$ cat src/rtl/irt_pkg.sv
`default_nettype none

package irt_pkg;

  // Defaults for the table sizes.
  localparam int unsigned NUM_CONTROLLERS_DEF = 8;
  localparam int unsigned NUM_OVERRIDES_DEF   = 16;

  // Request type codes.
  localparam logic [1:0] REQ_PROC  = 2'd0;
  localparam logic [1:0] REQ_CTRL  = 2'd1;
  localparam logic [1:0] REQ_OVR   = 2'd2;
  localparam logic [1:0] REQ_ROUTE = 2'd3;

  // Result status codes.
  localparam logic [1:0] ST_OK     = 2'd0;
  localparam logic [1:0] ST_FULL   = 2'd1;
  localparam logic [1:0] ST_ROUTED = 2'd2;
  localparam logic [1:0] ST_NOCTL  = 2'd3;

  localparam logic [9:0] CPU_MAX   = 10'd1023;
  localparam logic [8:0] LINES_MAX = 9'd256;

  // MPS flag field value that selects active low or level trigger.
  localparam logic [1:0] MPS_ASSERTED = 2'b11;

  // Bit positions in the low redirection word.
  localparam int unsigned LOW_ACTIVE_LOW_BIT = 13;
  localparam int unsigned LOW_LEVEL_BIT      = 15;
  localparam int unsigned APIC_ID_SHIFT      = 24;

  // Table entry layouts.
  localparam int unsigned OVR_W = 8 + 32 + 4;
  localparam int unsigned CTL_W = 32 + 9;

  typedef enum logic [3:0] {
    S_IDLE = 4'b0001,
    S_OVR  = 4'b0010,
    S_CTL  = 4'b0100,
    S_DONE = 4'b1000
  } state_e;

endpackage

`default_nettype wire

$ cat src/rtl/irt_ram.sv
`default_nettype none

// Simple dual-port RAM, one write and one registered read per cycle.
module irt_ram #(
  parameter int unsigned WIDTH = 8,
  parameter int unsigned DEPTH = 8,
  localparam int unsigned AW = (DEPTH > 1) ? $clog2(DEPTH) : 1
) (
  input  wire logic             clk_i,
  input  wire logic             we_i,
  input  wire logic [AW-1:0]    waddr_i,
  input  wire logic [WIDTH-1:0] wdata_i,
  input  wire logic [AW-1:0]    raddr_i,
  output logic      [WIDTH-1:0] rdata_o
);

  logic [WIDTH-1:0] mem_q [DEPTH];

  always_ff @(posedge clk_i) begin
    if (we_i) begin
      mem_q[waddr_i] <= wdata_i;
    end
    rdata_o <= mem_q[raddr_i];
  end

endmodule

`default_nettype wire

$ cat src/rtl/isa_irq_route_table.sv
`default_nettype none

// ISA IRQ routing table. The block takes decoded interrupt-table records and
// route requests as transactions on a valid/ready input channel and returns
// exactly one result transaction per input on a valid/ready output channel.
// Processor, controller and override records pass from acceptance through the
// result state into the output register; the next input is taken once the
// result state has handed its result over. A route request scans the override
// table and then the controller table, one entry per cycle through the single
// read port of each table RAM; the controller scan stops at the first
// controller whose range holds the GSI.
// One transaction is worked on at a time; a finished result sits in the output
// register, so the next input is taken while that result waits. The tables
// need no clearing after reset: scans never look past the fill counts, so an
// entry is only read after it has been written. Users must write dest_apic_id
// via cfg_we_i/cfg_wdata_i only while idle; the block does not enforce this.
module isa_irq_route_table
  import irt_pkg::*;
#(
  parameter int unsigned NUM_CONTROLLERS = NUM_CONTROLLERS_DEF,
  parameter int unsigned NUM_OVERRIDES   = NUM_OVERRIDES_DEF
) (
  input  wire logic        clk_i,
  input  wire logic        rst_ni,

  input  wire logic        cfg_we_i,
  input  wire logic [7:0]  cfg_wdata_i,

  input  wire logic        in_valid_i,
  output logic             in_ready_o,
  input  wire logic [1:0]  req_type_i,
  input  wire logic [1:0]  proc_flags_i,
  input  wire logic [31:0] first_gsi_i,
  input  wire logic [8:0]  line_count_i,
  input  wire logic [7:0]  src_irq_i,
  input  wire logic [31:0] target_gsi_i,
  input  wire logic [3:0]  mps_flags_i,
  input  wire logic [7:0]  vector_i,

  output logic             out_valid_o,
  input  wire logic        out_ready_i,
  output logic [1:0]       status_o,
  output logic [2:0]       controller_index_o,
  output logic [7:0]       entry_index_o,
  output logic [31:0]      low_word_o,
  output logic [31:0]      high_word_o,
  output logic [31:0]      resolved_gsi_o,
  output logic [9:0]       cpu_total_o
);

  localparam int unsigned OAW = (NUM_OVERRIDES > 1) ? $clog2(NUM_OVERRIDES) : 1;
  localparam int unsigned CAW = (NUM_CONTROLLERS > 1) ? $clog2(NUM_CONTROLLERS) : 1;
  localparam int unsigned OCW = $clog2(NUM_OVERRIDES + 1);
  localparam int unsigned CCW = $clog2(NUM_CONTROLLERS + 1);

  state_e state_q, state_d;

  logic [9:0]     cpu_q, cpu_d;
  logic [7:0]     apic_q;
  logic [OCW-1:0] ovr_used_q, ovr_used_d;
  logic [CCW-1:0] ctl_used_q, ctl_used_d;
  logic [OCW-1:0] ovr_idx_q, ovr_idx_d;
  logic [CCW-1:0] ctl_idx_q, ctl_idx_d;
  logic [CCW-1:0] dat_idx_q, dat_idx_d;
  logic           dv_q, dv_d;

  // Working registers of the transaction in flight.
  logic [7:0]  irq_q, irq_d;
  logic [7:0]  vec_q, vec_d;
  logic [31:0] gsi_q, gsi_d;
  logic        alow_q, alow_d;
  logic        level_q, level_d;
  logic [1:0]  st_q, st_d;
  logic [2:0]  hit_idx_q, hit_idx_d;
  logic [7:0]  entry_q, entry_d;

  logic        out_valid_q;
  logic        out_load;
  logic        accept;

  // Table RAM ports.
  logic             ovr_we;
  logic [OVR_W-1:0] ovr_wdata, ovr_rdata;
  logic             ctl_we;
  logic [CTL_W-1:0] ctl_wdata, ctl_rdata;
  logic [8:0]       lines_clamped;

  // Fields of the entries just read.
  logic [7:0]  rd_irq;
  logic [31:0] rd_ogsi;
  logic [3:0]  rd_flags;
  logic [31:0] rd_base;
  logic [8:0]  rd_lines;
  logic [32:0] rd_top;
  logic [31:0] rd_off;
  logic        ctl_hit;
  logic        ovr_issue;
  logic        ctl_issue;

  assign in_ready_o = (state_q == S_IDLE);
  assign accept     = in_valid_i && in_ready_o;

  assign lines_clamped = (line_count_i > LINES_MAX) ? LINES_MAX : line_count_i;
  assign ovr_wdata     = {src_irq_i, target_gsi_i, mps_flags_i};
  assign ctl_wdata     = {first_gsi_i, lines_clamped};
  assign ovr_we = accept && (req_type_i == REQ_OVR) && (ovr_used_q < OCW'(NUM_OVERRIDES));
  assign ctl_we = accept && (req_type_i == REQ_CTRL) && (ctl_used_q < CCW'(NUM_CONTROLLERS));

  irt_ram #(
    .WIDTH (OVR_W),
    .DEPTH (NUM_OVERRIDES)
  ) u_ovr_ram (
    .clk_i   (clk_i),
    .we_i    (ovr_we),
    .waddr_i (ovr_used_q[OAW-1:0]),
    .wdata_i (ovr_wdata),
    .raddr_i (ovr_idx_q[OAW-1:0]),
    .rdata_o (ovr_rdata)
  );

  irt_ram #(
    .WIDTH (CTL_W),
    .DEPTH (NUM_CONTROLLERS)
  ) u_ctl_ram (
    .clk_i   (clk_i),
    .we_i    (ctl_we),
    .waddr_i (ctl_used_q[CAW-1:0]),
    .wdata_i (ctl_wdata),
    .raddr_i (ctl_idx_q[CAW-1:0]),
    .rdata_o (ctl_rdata)
  );

  assign rd_irq   = ovr_rdata[43:36];
  assign rd_ogsi  = ovr_rdata[35:4];
  assign rd_flags = ovr_rdata[3:0];
  assign rd_base  = ctl_rdata[40:9];
  assign rd_lines = ctl_rdata[8:0];
  // The top of the range is formed in 33 bits so that it never wraps.
  assign rd_top   = {1'b0, rd_base} + 33'(rd_lines);
  assign rd_off   = gsi_q - rd_base;
  assign ctl_hit  = (gsi_q >= rd_base) && ({1'b0, gsi_q} < rd_top);

  assign ovr_issue = (ovr_idx_q < ovr_used_q);
  assign ctl_issue = (ctl_idx_q < ctl_used_q);

  always_comb begin
    state_d    = state_q;
    cpu_d      = cpu_q;
    ovr_used_d = ovr_used_q;
    ctl_used_d = ctl_used_q;
    ovr_idx_d  = ovr_idx_q;
    ctl_idx_d  = ctl_idx_q;
    dat_idx_d  = dat_idx_q;
    dv_d       = dv_q;
    irq_d      = irq_q;
    vec_d      = vec_q;
    gsi_d      = gsi_q;
    alow_d     = alow_q;
    level_d    = level_q;
    st_d       = st_q;
    hit_idx_d  = hit_idx_q;
    entry_d    = entry_q;
    out_load   = 1'b0;

    unique case (state_q)
      S_IDLE: begin
        if (accept) begin
          irq_d     = src_irq_i;
          vec_d     = vector_i;
          gsi_d     = '0;
          alow_d    = 1'b0;
          level_d   = 1'b0;
          hit_idx_d = '0;
          entry_d   = '0;
          st_d      = ST_OK;
          dv_d      = 1'b0;
          state_d   = S_DONE;
          unique case (req_type_i)
            REQ_PROC: begin
              if ((proc_flags_i != 2'b00) && (cpu_q != CPU_MAX)) begin
                cpu_d = cpu_q + 10'd1;
              end
            end
            REQ_CTRL: begin
              if (ctl_we) begin
                ctl_used_d = ctl_used_q + CCW'(1);
              end else begin
                st_d = ST_FULL;
              end
            end
            REQ_OVR: begin
              if (ovr_we) begin
                ovr_used_d = ovr_used_q + OCW'(1);
              end else begin
                st_d = ST_FULL;
              end
            end
            REQ_ROUTE: begin
              gsi_d     = {24'd0, src_irq_i};
              st_d      = ST_NOCTL;
              ovr_idx_d = '0;
              state_d   = S_OVR;
            end
            default: begin
              st_d = ST_OK;
            end
          endcase
        end
      end

      S_OVR: begin
        // Reads are issued one entry ahead of the compare.
        if (ovr_issue) begin
          ovr_idx_d = ovr_idx_q + OCW'(1);
          dv_d      = 1'b1;
        end else begin
          dv_d = 1'b0;
        end
        if (dv_q && (rd_irq == irq_q)) begin
          gsi_d = rd_ogsi;
          if (rd_flags[1:0] == MPS_ASSERTED) begin
            alow_d = 1'b1;
          end
          if (rd_flags[3:2] == MPS_ASSERTED) begin
            level_d = 1'b1;
          end
        end
        if (!ovr_issue && !dv_q) begin
          ctl_idx_d = '0;
          state_d   = S_CTL;
        end
      end

      S_CTL: begin
        if (ctl_issue) begin
          ctl_idx_d = ctl_idx_q + CCW'(1);
          dat_idx_d = ctl_idx_q;
          dv_d      = 1'b1;
        end else begin
          dv_d = 1'b0;
        end
        if (dv_q && ctl_hit) begin
          // The first controller that holds the GSI wins.
          st_d      = ST_ROUTED;
          hit_idx_d = 3'(dat_idx_q);
          entry_d   = rd_off[7:0];
          dv_d      = 1'b0;
          state_d   = S_DONE;
        end else if (!ctl_issue && !dv_q) begin
          state_d = S_DONE;
        end
      end

      S_DONE: begin
        if (!out_valid_q || out_ready_i) begin
          out_load = 1'b1;
          state_d  = S_IDLE;
        end
      end

      default: begin
        state_d = S_IDLE;
      end
    endcase
  end

  always_ff @(posedge clk_i or negedge rst_ni) begin
    if (!rst_ni) begin
      state_q     <= S_IDLE;
      cpu_q       <= '0;
      apic_q      <= '0;
      ovr_used_q  <= '0;
      ctl_used_q  <= '0;
      ovr_idx_q   <= '0;
      ctl_idx_q   <= '0;
      dv_q        <= 1'b0;
      out_valid_q <= 1'b0;
    end else begin
      state_q    <= state_d;
      cpu_q      <= cpu_d;
      ovr_used_q <= ovr_used_d;
      ctl_used_q <= ctl_used_d;
      ovr_idx_q  <= ovr_idx_d;
      ctl_idx_q  <= ctl_idx_d;
      dv_q       <= dv_d;
      if (cfg_we_i) begin
        apic_q <= cfg_wdata_i;
      end
      if (out_load) begin
        out_valid_q <= 1'b1;
      end else if (out_ready_i) begin
        out_valid_q <= 1'b0;
      end
    end
  end

  always_ff @(posedge clk_i) begin
    dat_idx_q <= dat_idx_d;
    irq_q     <= irq_d;
    vec_q     <= vec_d;
    gsi_q     <= gsi_d;
    alow_q    <= alow_d;
    level_q   <= level_d;
    st_q      <= st_d;
    hit_idx_q <= hit_idx_d;
    entry_q   <= entry_d;
    if (out_load) begin
      status_o           <= st_q;
      resolved_gsi_o     <= gsi_q;
      cpu_total_o        <= cpu_q;
      controller_index_o <= hit_idx_q;
      entry_index_o      <= entry_q;
      if (st_q == ST_ROUTED) begin
        low_word_o <= {16'd0, level_q, 1'b0, alow_q, 5'd0, vec_q};
        high_word_o <= {apic_q, 24'd0};
      end else begin
        low_word_o  <= '0;
        high_word_o <= '0;
      end
    end
  end

  assign out_valid_o = out_valid_q;

  // The CPU count only ever steps up by one.
  a_cpu_step: assert property (@(posedge clk_i) disable iff (!rst_ni)
    (cpu_q != $past(cpu_q)) |-> (cpu_q == $past(cpu_q) + 10'd1))
    else $error("cpu count changed by other than one");

  // Fill counts never pass the table sizes.
  a_fill_bound: assert property (@(posedge clk_i) disable iff (!rst_ni)
    (ovr_used_q <= OCW'(NUM_OVERRIDES)) && (ctl_used_q <= CCW'(NUM_CONTROLLERS)))
    else $error("table fill count out of range");

  // A result only appears after the result state handed it over.
  a_out_src: assert property (@(posedge clk_i) disable iff (!rst_ni)
    $rose(out_valid_q) |-> $past(state_q == S_DONE))
    else $error("result valid without a finished transaction");

  // Accepted input leaves the idle state, so no second input is taken.
  a_busy: assert property (@(posedge clk_i) disable iff (!rst_ni)
    accept |=> (state_q != S_IDLE))
    else $error("input accepted but block stayed idle");

endmodule

`default_nettype wire

$ cat config.mk
export PLATFORM = sky130hd
export DESIGN_NAME = isa_irq_route_table
export DESIGN_NICKNAME = d
export VERILOG_FILES = /design/src/rtl/irt_pkg.sv /design/src/rtl/irt_ram.sv /design/src/rtl/isa_irq_route_table.sv
export SDC_FILE = /design/constraint.sdc
export NUM_CORES = 1
export LEC_CHECK = 0
export ABC_CLOCK_PERIOD_IN_PS = 10300
export BUFFER_PORTS_ARGS = -buffer_cell sky130_fd_sc_hd__buf_2
export CAP_MARGIN = 10
export CORE_ASPECT_RATIO = 0.6
export CORE_MARGIN = 10
export CORE_UTILIZATION = 52
export DETAILED_ROUTE_END_ITERATION = 8
export PLACE_DENSITY_LB_ADDON = 0.05
export RECOVER_POWER = 50
export SLEW_MARGIN = 20
export SYNTH_ARGS = -nofsm -noshare
export SYNTH_HDL_FRONTEND = slang
export SYNTH_SLANG_ARGS = --single-unit
$ cat constraint.sdc
create_clock -name clk_i -period 10.3 [get_ports clk_i]
set_clock_uncertainty 0.1 [all_clocks]
set_input_delay 0.515 -clock clk_i [delete_from_list [all_inputs] [get_ports clk_i]]
set_output_delay 0.515 -clock clk_i [all_outputs]
set_load 0.02 [all_outputs]
## Word level (Yosys, flattened, before mapping)

Memory sizes are Yosys's and may differ from the RTL's. A register that Yosys moved wholly into a read port is not among the register bits.
Index checks and enable logic that the tools add are counted.

| cells by class | value |
|---|---|
| $add $sub $neg | 7 |
| order comparisons | 7 |
| equality and inequality tests | 23 |
| muxes and demuxes | 50 |
| reduce and logical (&&, ||, !) cells | 36 |

Operators with widths:

| cell | count |
|---|---|
| $mux W32 | 2 |
| $pmux W32 S2 | 1 |
| $add A32 B9 Y33 | 1 |
| $lt A32 B33 Y1 | 1 |
| $ge A32 B32 Y1 | 1 |
| $mux W4 | 8 |
| $reduce_and A4 Y1 | 7 |
| $mux W8 | 3 |
| $mux W1 | 18 |
| $ne A2 B2 Y1 const B | 8 |
| $pmux W4 S4 | 1 |
| $pmux W8 S2 | 1 |
| $mux W5 | 3 |
| $logic_and A1 B1 Y1 | 11 |
| $add A10 B1 Y10 const B | 1 |
| $add A5 B1 Y5 const B | 2 |
| $eq A2 B2 Y1 const B | 5 |
| $ne A10 B10 Y1 const B | 1 |
| $pmux W5 S2 | 1 |
| $reduce_bool A2 Y1 | 5 |
| $gt A9 B9 Y1 const B | 1 |
| $mux W9 | 1 |
| $reduce_and A3 Y1 | 3 |
| $add A4 B1 Y4 const B | 2 |
| 26 further kinds | 35 |

| word-level totals | value |
|---|---|
| flip-flop bits (word level) | 227 |
| bits in writable memories | 1032 |
| bits of input ports | 110 |
| output and inout port bits | 121 |
| logic and storage cells | 152 |
| memories kept | 2 |

Memory list:

| name | depth | bits a word | rd ports | clocked after Yosys merged registers in | write ports | line | RTL |
|---|---|---|---|---|---|---|---|
| u_ovr_ram.mem_q | 16 | 44 | 1 | 1 | 1 | irt_ram.sv:17 | `logic [WIDTH-1:0] mem_q [DEPTH];` |
| u_ctl_ram.mem_q | 8 | 41 | 1 | 1 | 1 | irt_ram.sv:17 |  |

## Longest topological paths before layout

| logic depth | value |
|---|---|
| depth after elaboration | 8 |
| mapped depth | 19 |
| gate-level depth less buffers | 19 |

## Cells and area by module

From an unflattened synthesis, not the netlist that was laid out.

| unflattened totals | value |
|---|---|
| cell total of the unflattened synthesis | 2484 |
| area total of the unflattened synthesis | 50427.1 µm² |

By module, submodules not included:

| module | times used | cells each | area an instance (µm²) | seq. area each (µm²) |
|---|---|---|---|---|
| irt_ram (u_ovr_ram) | 1 | 1142 | 27266.2 | 22021.1 |
| irt_ram (u_ctl_ram) | 1 | 528 | 13492.9 | 10670.2 |
| isa_irq_route_table | 1 | 814 | 9668.0 | 5226.3 |

## Least setup slack after synthesis

Ideal clock, no wire load.

| timing path | value |
|---|---|
| path kind | register to register |
| from | register state_q[0] |
| to | memory u_ovr_ram.mem_q[0][0] (netlist bit), enable pin |
| setup time | 0.555 ns |
| data arrival time | 5.752 ns |
| data required time | 9.645 ns |
| setup slack | 3.893 ns |
| cell stages (with the launch flop) | 6 |
| path buffers | 0 |
| clock period less this slack | 6.407 ns |
| path through | dfstp_2 nor4b_4 nand2_4 nor3_1 nand2_1 nor4_1 |

| on the way | value |
|---|---|
| cells in the longest elaborated chain, start to end | 6 |

Ends and longest elaborated chain:

| item | line | RTL |
|---|---|---|
| start: declaration | isa_irq_route_table.sv:56 | `state_e state_q, state_d;` |
| start signal: assignment | isa_irq_route_table.sv:279 | `state_q <= state_d;` |
| $eq A4 B1 Y1 | isa_irq_route_table.sv:100 | `assign in_ready_o = (state_q == S_IDLE);` |
| named net in_ready_o | isa_irq_route_table.sv:30 | `output logic in_ready_o,` |
| $logic_and A1 B1 Y1 | isa_irq_route_table.sv:101 | `assign accept = in_valid_i && in_ready_o;` |
| $logic_and A1 B1 Y1 (2 in series) | isa_irq_route_table.sv:106 | `assign ovr_we = accept && (req_type_i == REQ_OVR) && (ovr_used_q < OCW'(NUM_OVERRIDES));` |
| $mux W1 | irt_ram.sv:20 | `if (we_i) begin` |
| $mux W1 (not written as such) | irt_ram.sv:21 | `mem_q[waddr_i] <= wdata_i;` |
| end: declaration | irt_ram.sv:17 |  |

The timed path passes the listed nets, and every way through them passes these cells.

## Worst setup path in the final report

| timing path | value |
|---|---|
| from | register u_ctl_ram.rdata_o[9], read port of u_ctl_ram.mem_q |
| to | register entry_q[0], enable pin |

| on the way | value |
|---|---|
| cells in the longest elaborated chain, start to end | 6 |
| elaborated cells on any way between the ends | 7 |
| classes of those cells | add/sub (1); order compare (2); eq/ne (1); reduce/logical (3) |

Ends and longest elaborated chain:

| item | line | RTL |
|---|---|---|
| start: declaration | irt_ram.sv:14 | `output logic [WIDTH-1:0] rdata_o` |
| $add A32 B9 Y33 | isa_irq_route_table.sv:139 | `assign rd_top = {1'b0, rd_base} + 33'(rd_lines);` |
| $lt A32 B33 Y1 | isa_irq_route_table.sv:141 | `assign ctl_hit = (gsi_q >= rd_base) && ({1'b0, gsi_q} < rd_top);` |
| $logic_and A1 B1 Y1 (*) | isa_irq_route_table.sv:141 |  |
| $logic_and A1 B1 Y1 (*) | isa_irq_route_table.sv:242 | `if (dv_q && ctl_hit) begin` |
| $ne A2 B2 Y1 (no line) (*) | - |  |
| $reduce_and A3 Y1 (no line) (*) | - |  |
| end signal: assignment | isa_irq_route_table.sv:306 | `entry_q <= entry_d;` |
| end: declaration | isa_irq_route_table.sv:75 | `logic [7:0] entry_q, entry_d;` |

Mark *: on every way between the ends. The rest lies on a longest branch, timed or not.
A chain may end at the register's enable or synchronous reset.

==> flow_summary_export.csv <==
group,metric,value,unit
setup_path,start_kind,"flip-flop",
logic_synthesis,synth.most_common_cell,"edfxtp_1",
grt,use_met3,4.772,%
clocking,cts.clk_slew.worst_paths,70,ps
final_layout,seqCellArea,37930,µm²
placement,place.gp.congestion,0.8515,
final_layout,layout-drive-gt1-share,22.94,%
final_layout,area_delta_synth_final,12.79,%
placement,portBuffers,184,
setup_path,slowest_stage,"a21o_1",
drt,vias_per_cell,5.877,
power_and_ir_drop,pwr-share-seq,47.2,%
clocking,post_cts_buffers,0,
clocking,h-tree-depth,3,
grt,grt_pass1_wl,167400,µm
grt,grt_max_degree,74,
power_and_ir_drop,peakVddDrop,0.1522,mV
final_layout,final_cells,4048,
drt,drt-initial-drc-count,2329,
sta,whs,65.18,ps
final_layout,fillCellCount,6959,
grt,overflow,0,
clocking,cts_resized,0,
clocking,insertion_delay,710,ps
clocking,cts_tree,"done",
power_and_ir_drop,p_sw_share,27.82,%
logic_synthesis,synth_common_cells,"1,171 x edfxtp_1, 302 x mux4_2, 87 x ha_1",
floorplan,initial_core_util,52.31,%
power_and_ir_drop,power.internal,9.972,mW
clocking,cts-buffers-inserted,114,
logic_synthesis,ys_ff_latch,1298,
drt,routedWlPerCell,27.95,µm
grt,met2_usage,31.15,%
placement,dp_hpwl,66230,µm
placement,pre_cts_slack,4967,ps
logic_synthesis,synth_cells,2381,
logic_synthesis,synth.area.top_cells,"edfxtp_1 70%, mux4_2 14%, dfxtp_1 3.4%, ha_1 2.2%, dfrtp_1 2.0%",
floorplan,io_pins,231,
setup_path,endpoint_kind,"flip-flop",
drt,drc,0,
setup_path,cpPeakStageDelay,550,ps
drt,finalWirelength,113100,µm
clocking,cts_root_buf,"clkbuf_16",
sta,hold_viol_final,0,
sta,relSlewSlack,-212.5,%
power_and_ir_drop,clockPowerShare,30.1,%
floorplan,rows,88,
drt,firstDrtPassIters,5,
power_and_ir_drop,power,13.82,mW
floorplan,die_h,260.5,µm
sta,final_max_slew_viol_count,286,
logic_synthesis,synth_warnings,0,
sta,period_share,52.68,%
setup_path,worstPathArrival,5660,ps
outcome,violations,"max-capacitance violations, max-slew violations",
setup_path,worst-path-max-fanout,13,
clocking,clock_path_buffers,3,
worst_hold_path,hold_path_class,"input pin to flip-flop",
logic_synthesis,netlist_area,50110,µm²
grt,busiest_layer,"met2",
power_and_ir_drop,power_frac_comb,22.7,%
clocking,postCtsHoldBufs,49,
logic_synthesis,synth_seq_area_share,75.67,%
drt,vias,23792,
setup_path,critPathKind,"flip-flop to flip-flop",
logic_synthesis,synth_area_leader_cell,"edfxtp_1",
final_layout,multiInputGateArea,11590,µm²
job,maxCapViolations,7,
sta,setup_viol,0,
placement,dp.cells,3782,
clocking,cts_sinks,1298,
grt,use_met1,31.14,%
sta,rsz0062_at_grt,"no",
drt,drt.antenna.violating_nets,0,
grt,antenna_found_initial,13,
grt,grt_pass1_vias,24743,
outcome,outcome,"complete, but fails checks",
logic_synthesis,async_flop_share,3.236,%
setup_path,r2r_slack,4870,ps
logic_synthesis,synth.distinct_cells,65,
grt,grt_usage,20.79,%
power_and_ir_drop,power_switching,3.844,mW
setup_path,crit_required,10530,ps
final_layout,nets,2886,
power_and_ir_drop,powerDensity,244.5,nW/µm²
sta,finalCriticalPeriod,5427,ps
sta,finalWorstSetupSlack,4874,ps
logic_synthesis,synth_edf_count,1171,
floorplan,core_area,95790,µm²
logic_synthesis,synth.avg_cell_area,21.04,µm²
power_and_ir_drop,p_leak,18.22,nW
floorplan,dieArea,109600,µm²
sta,fin_setup_tns,0,ps
sta,max_freq,184.3,MHz
logic_synthesis,ys_dominant_reg_cell,"edfxtp_1",
logic_synthesis,synth_top_cell_area_share,70.18,%
sta,worst_pin_slew,4687,ps
floorplan,die_w,420.7,µm
setup_path,crit_path_cell_trace,"ha_1, fa_1, a21o_1, nand4_1, nand3_1, o2bb2ai_2, nand2_2, or4_4, nor2_1, xnor2_1, ha_1, a21oi_1, o21ai_1, a2111oi_2, o211ai_1, o41ai_1, o211ai_1, a2bb2oi_2, a21o_1",
[cell usage in the layout, fill, tap and decap left out, drive strengths merged, types with 56 or more instances in the layout]
master,instances
edfxtp,1171
clkbuf,325
mux4,302
ha,87
dfxtp,85
buf,72
nand2,66
nor2,58
inv,56
[worst max-delay path: cells and delay by family, from the launching register on]
kind	cells	cell delay (ps)
fa+ha+maj	3	690
simple gates	5	1130
xor+xnor	1	130
compound gates	10	2650
flops	1	340
[flip-flops by register name (all words and copies together), names as in the netlist, 4 cells and up]
register           cells
high_word_o            8
entry_index_o          8
gsi_q                 32
u_ctl_ram.mem_q      328
cpu_total_o           10
resolved_gsi_o        32
ovr_idx_q              5
irq_q                  8
ovr_used_q             5
low_word_o            10
vec_q                  8
u_ctl_ram.rdata_o     41
state_q                4
u_ovr_ram.mem_q      704
u_ovr_ram.rdata_o     44
ctl_idx_q              4
cpu_q                 10
apic_q                 8
ctl_used_q             4
entry_q                8
[stage by stage]
| step | instance area, µm² | util [%] |
|---|---|---|
| after floorplan | 50280 | - |
| after global placement | 52600 | 54.92 |
| after detailed placement | 52600 | 54.92 |
| after CTS | 56750 | 59.25 |
| after global routing | 56510 | 58.99 |
| final | 56510 | 59.00 |
[cells by family (layout without fill, tap and decap cells)]
kind of cell / Yosys count / in the layout / share of synthesized area, %
and+or+nand+nor: 272 / 272 / 2.907
AOI/OAI and AO/OA: 123 / 123 / 1.628
DFF: 1298 / 1298 / 75.67
muxes: 351 / 351 / 14.68
buffers and inverters: 186 / 545 / 1.790
other: 1 / 49 / 0.007484
xor gates and xnor gates: 61 / 61 / 1.066
adders and majority gates: 89 / 89 / 2.252
[routing by layer]
| metal | share of wire, % | up-vias |
|---|---|---|
| met3 | 6.4 | 154 |
| met1 | 46 | 12724 |
| li1 | - | 10203 |
| met5 | 0.050 | - |
| met4 | 2.2 | 10 |
| met2 | 46 | 701 |
[power groups by stage]
stage | clock (mW) | sequential [mW] | combinational, mW
final | 4.16 | 6.52 | 3.14
after global routing | 4.47 | 6.57 | 3.42
after CTS | 4.26 | 6.53 | 3.18
after detailed placement | 0 | 6.64 | 3.14
after global placement | 0 | 6.63 | 3.08
after floorplan | 0 | 6.43 | 2.37
[cell type report]
class / count / area share, %
inverter: 53 / 0.3520
tap: 1260 / 2.790
antenna: 3 / 0.01328
multi-input combinational: 942 / 20.52
timing repair buffer: 278 / 2.732
clock buffer: 168 / 5.949
sequential: 1298 / 67.12
clock inverter: 46 / 0.5269
[path summary, 6_finish.rpt]
check,start,to,cells after the start
worst max-delay path,u_ctl_ram.rdata_o[9],entry_q[0],19
worst min-delay path,in_valid_i,state_q[0],3
worst max register to register,u_ctl_ram.rdata_o[9],entry_q[0],19
worst min register to register,hit_idx_q[0],controller_index_o[0],0
max in group asynchronous,rst_ni,ovr_idx_q[0],2
min in group asynchronous,rst_ni,apic_q[3],2
No activity file was read; power rests on OpenSTA's default activity.
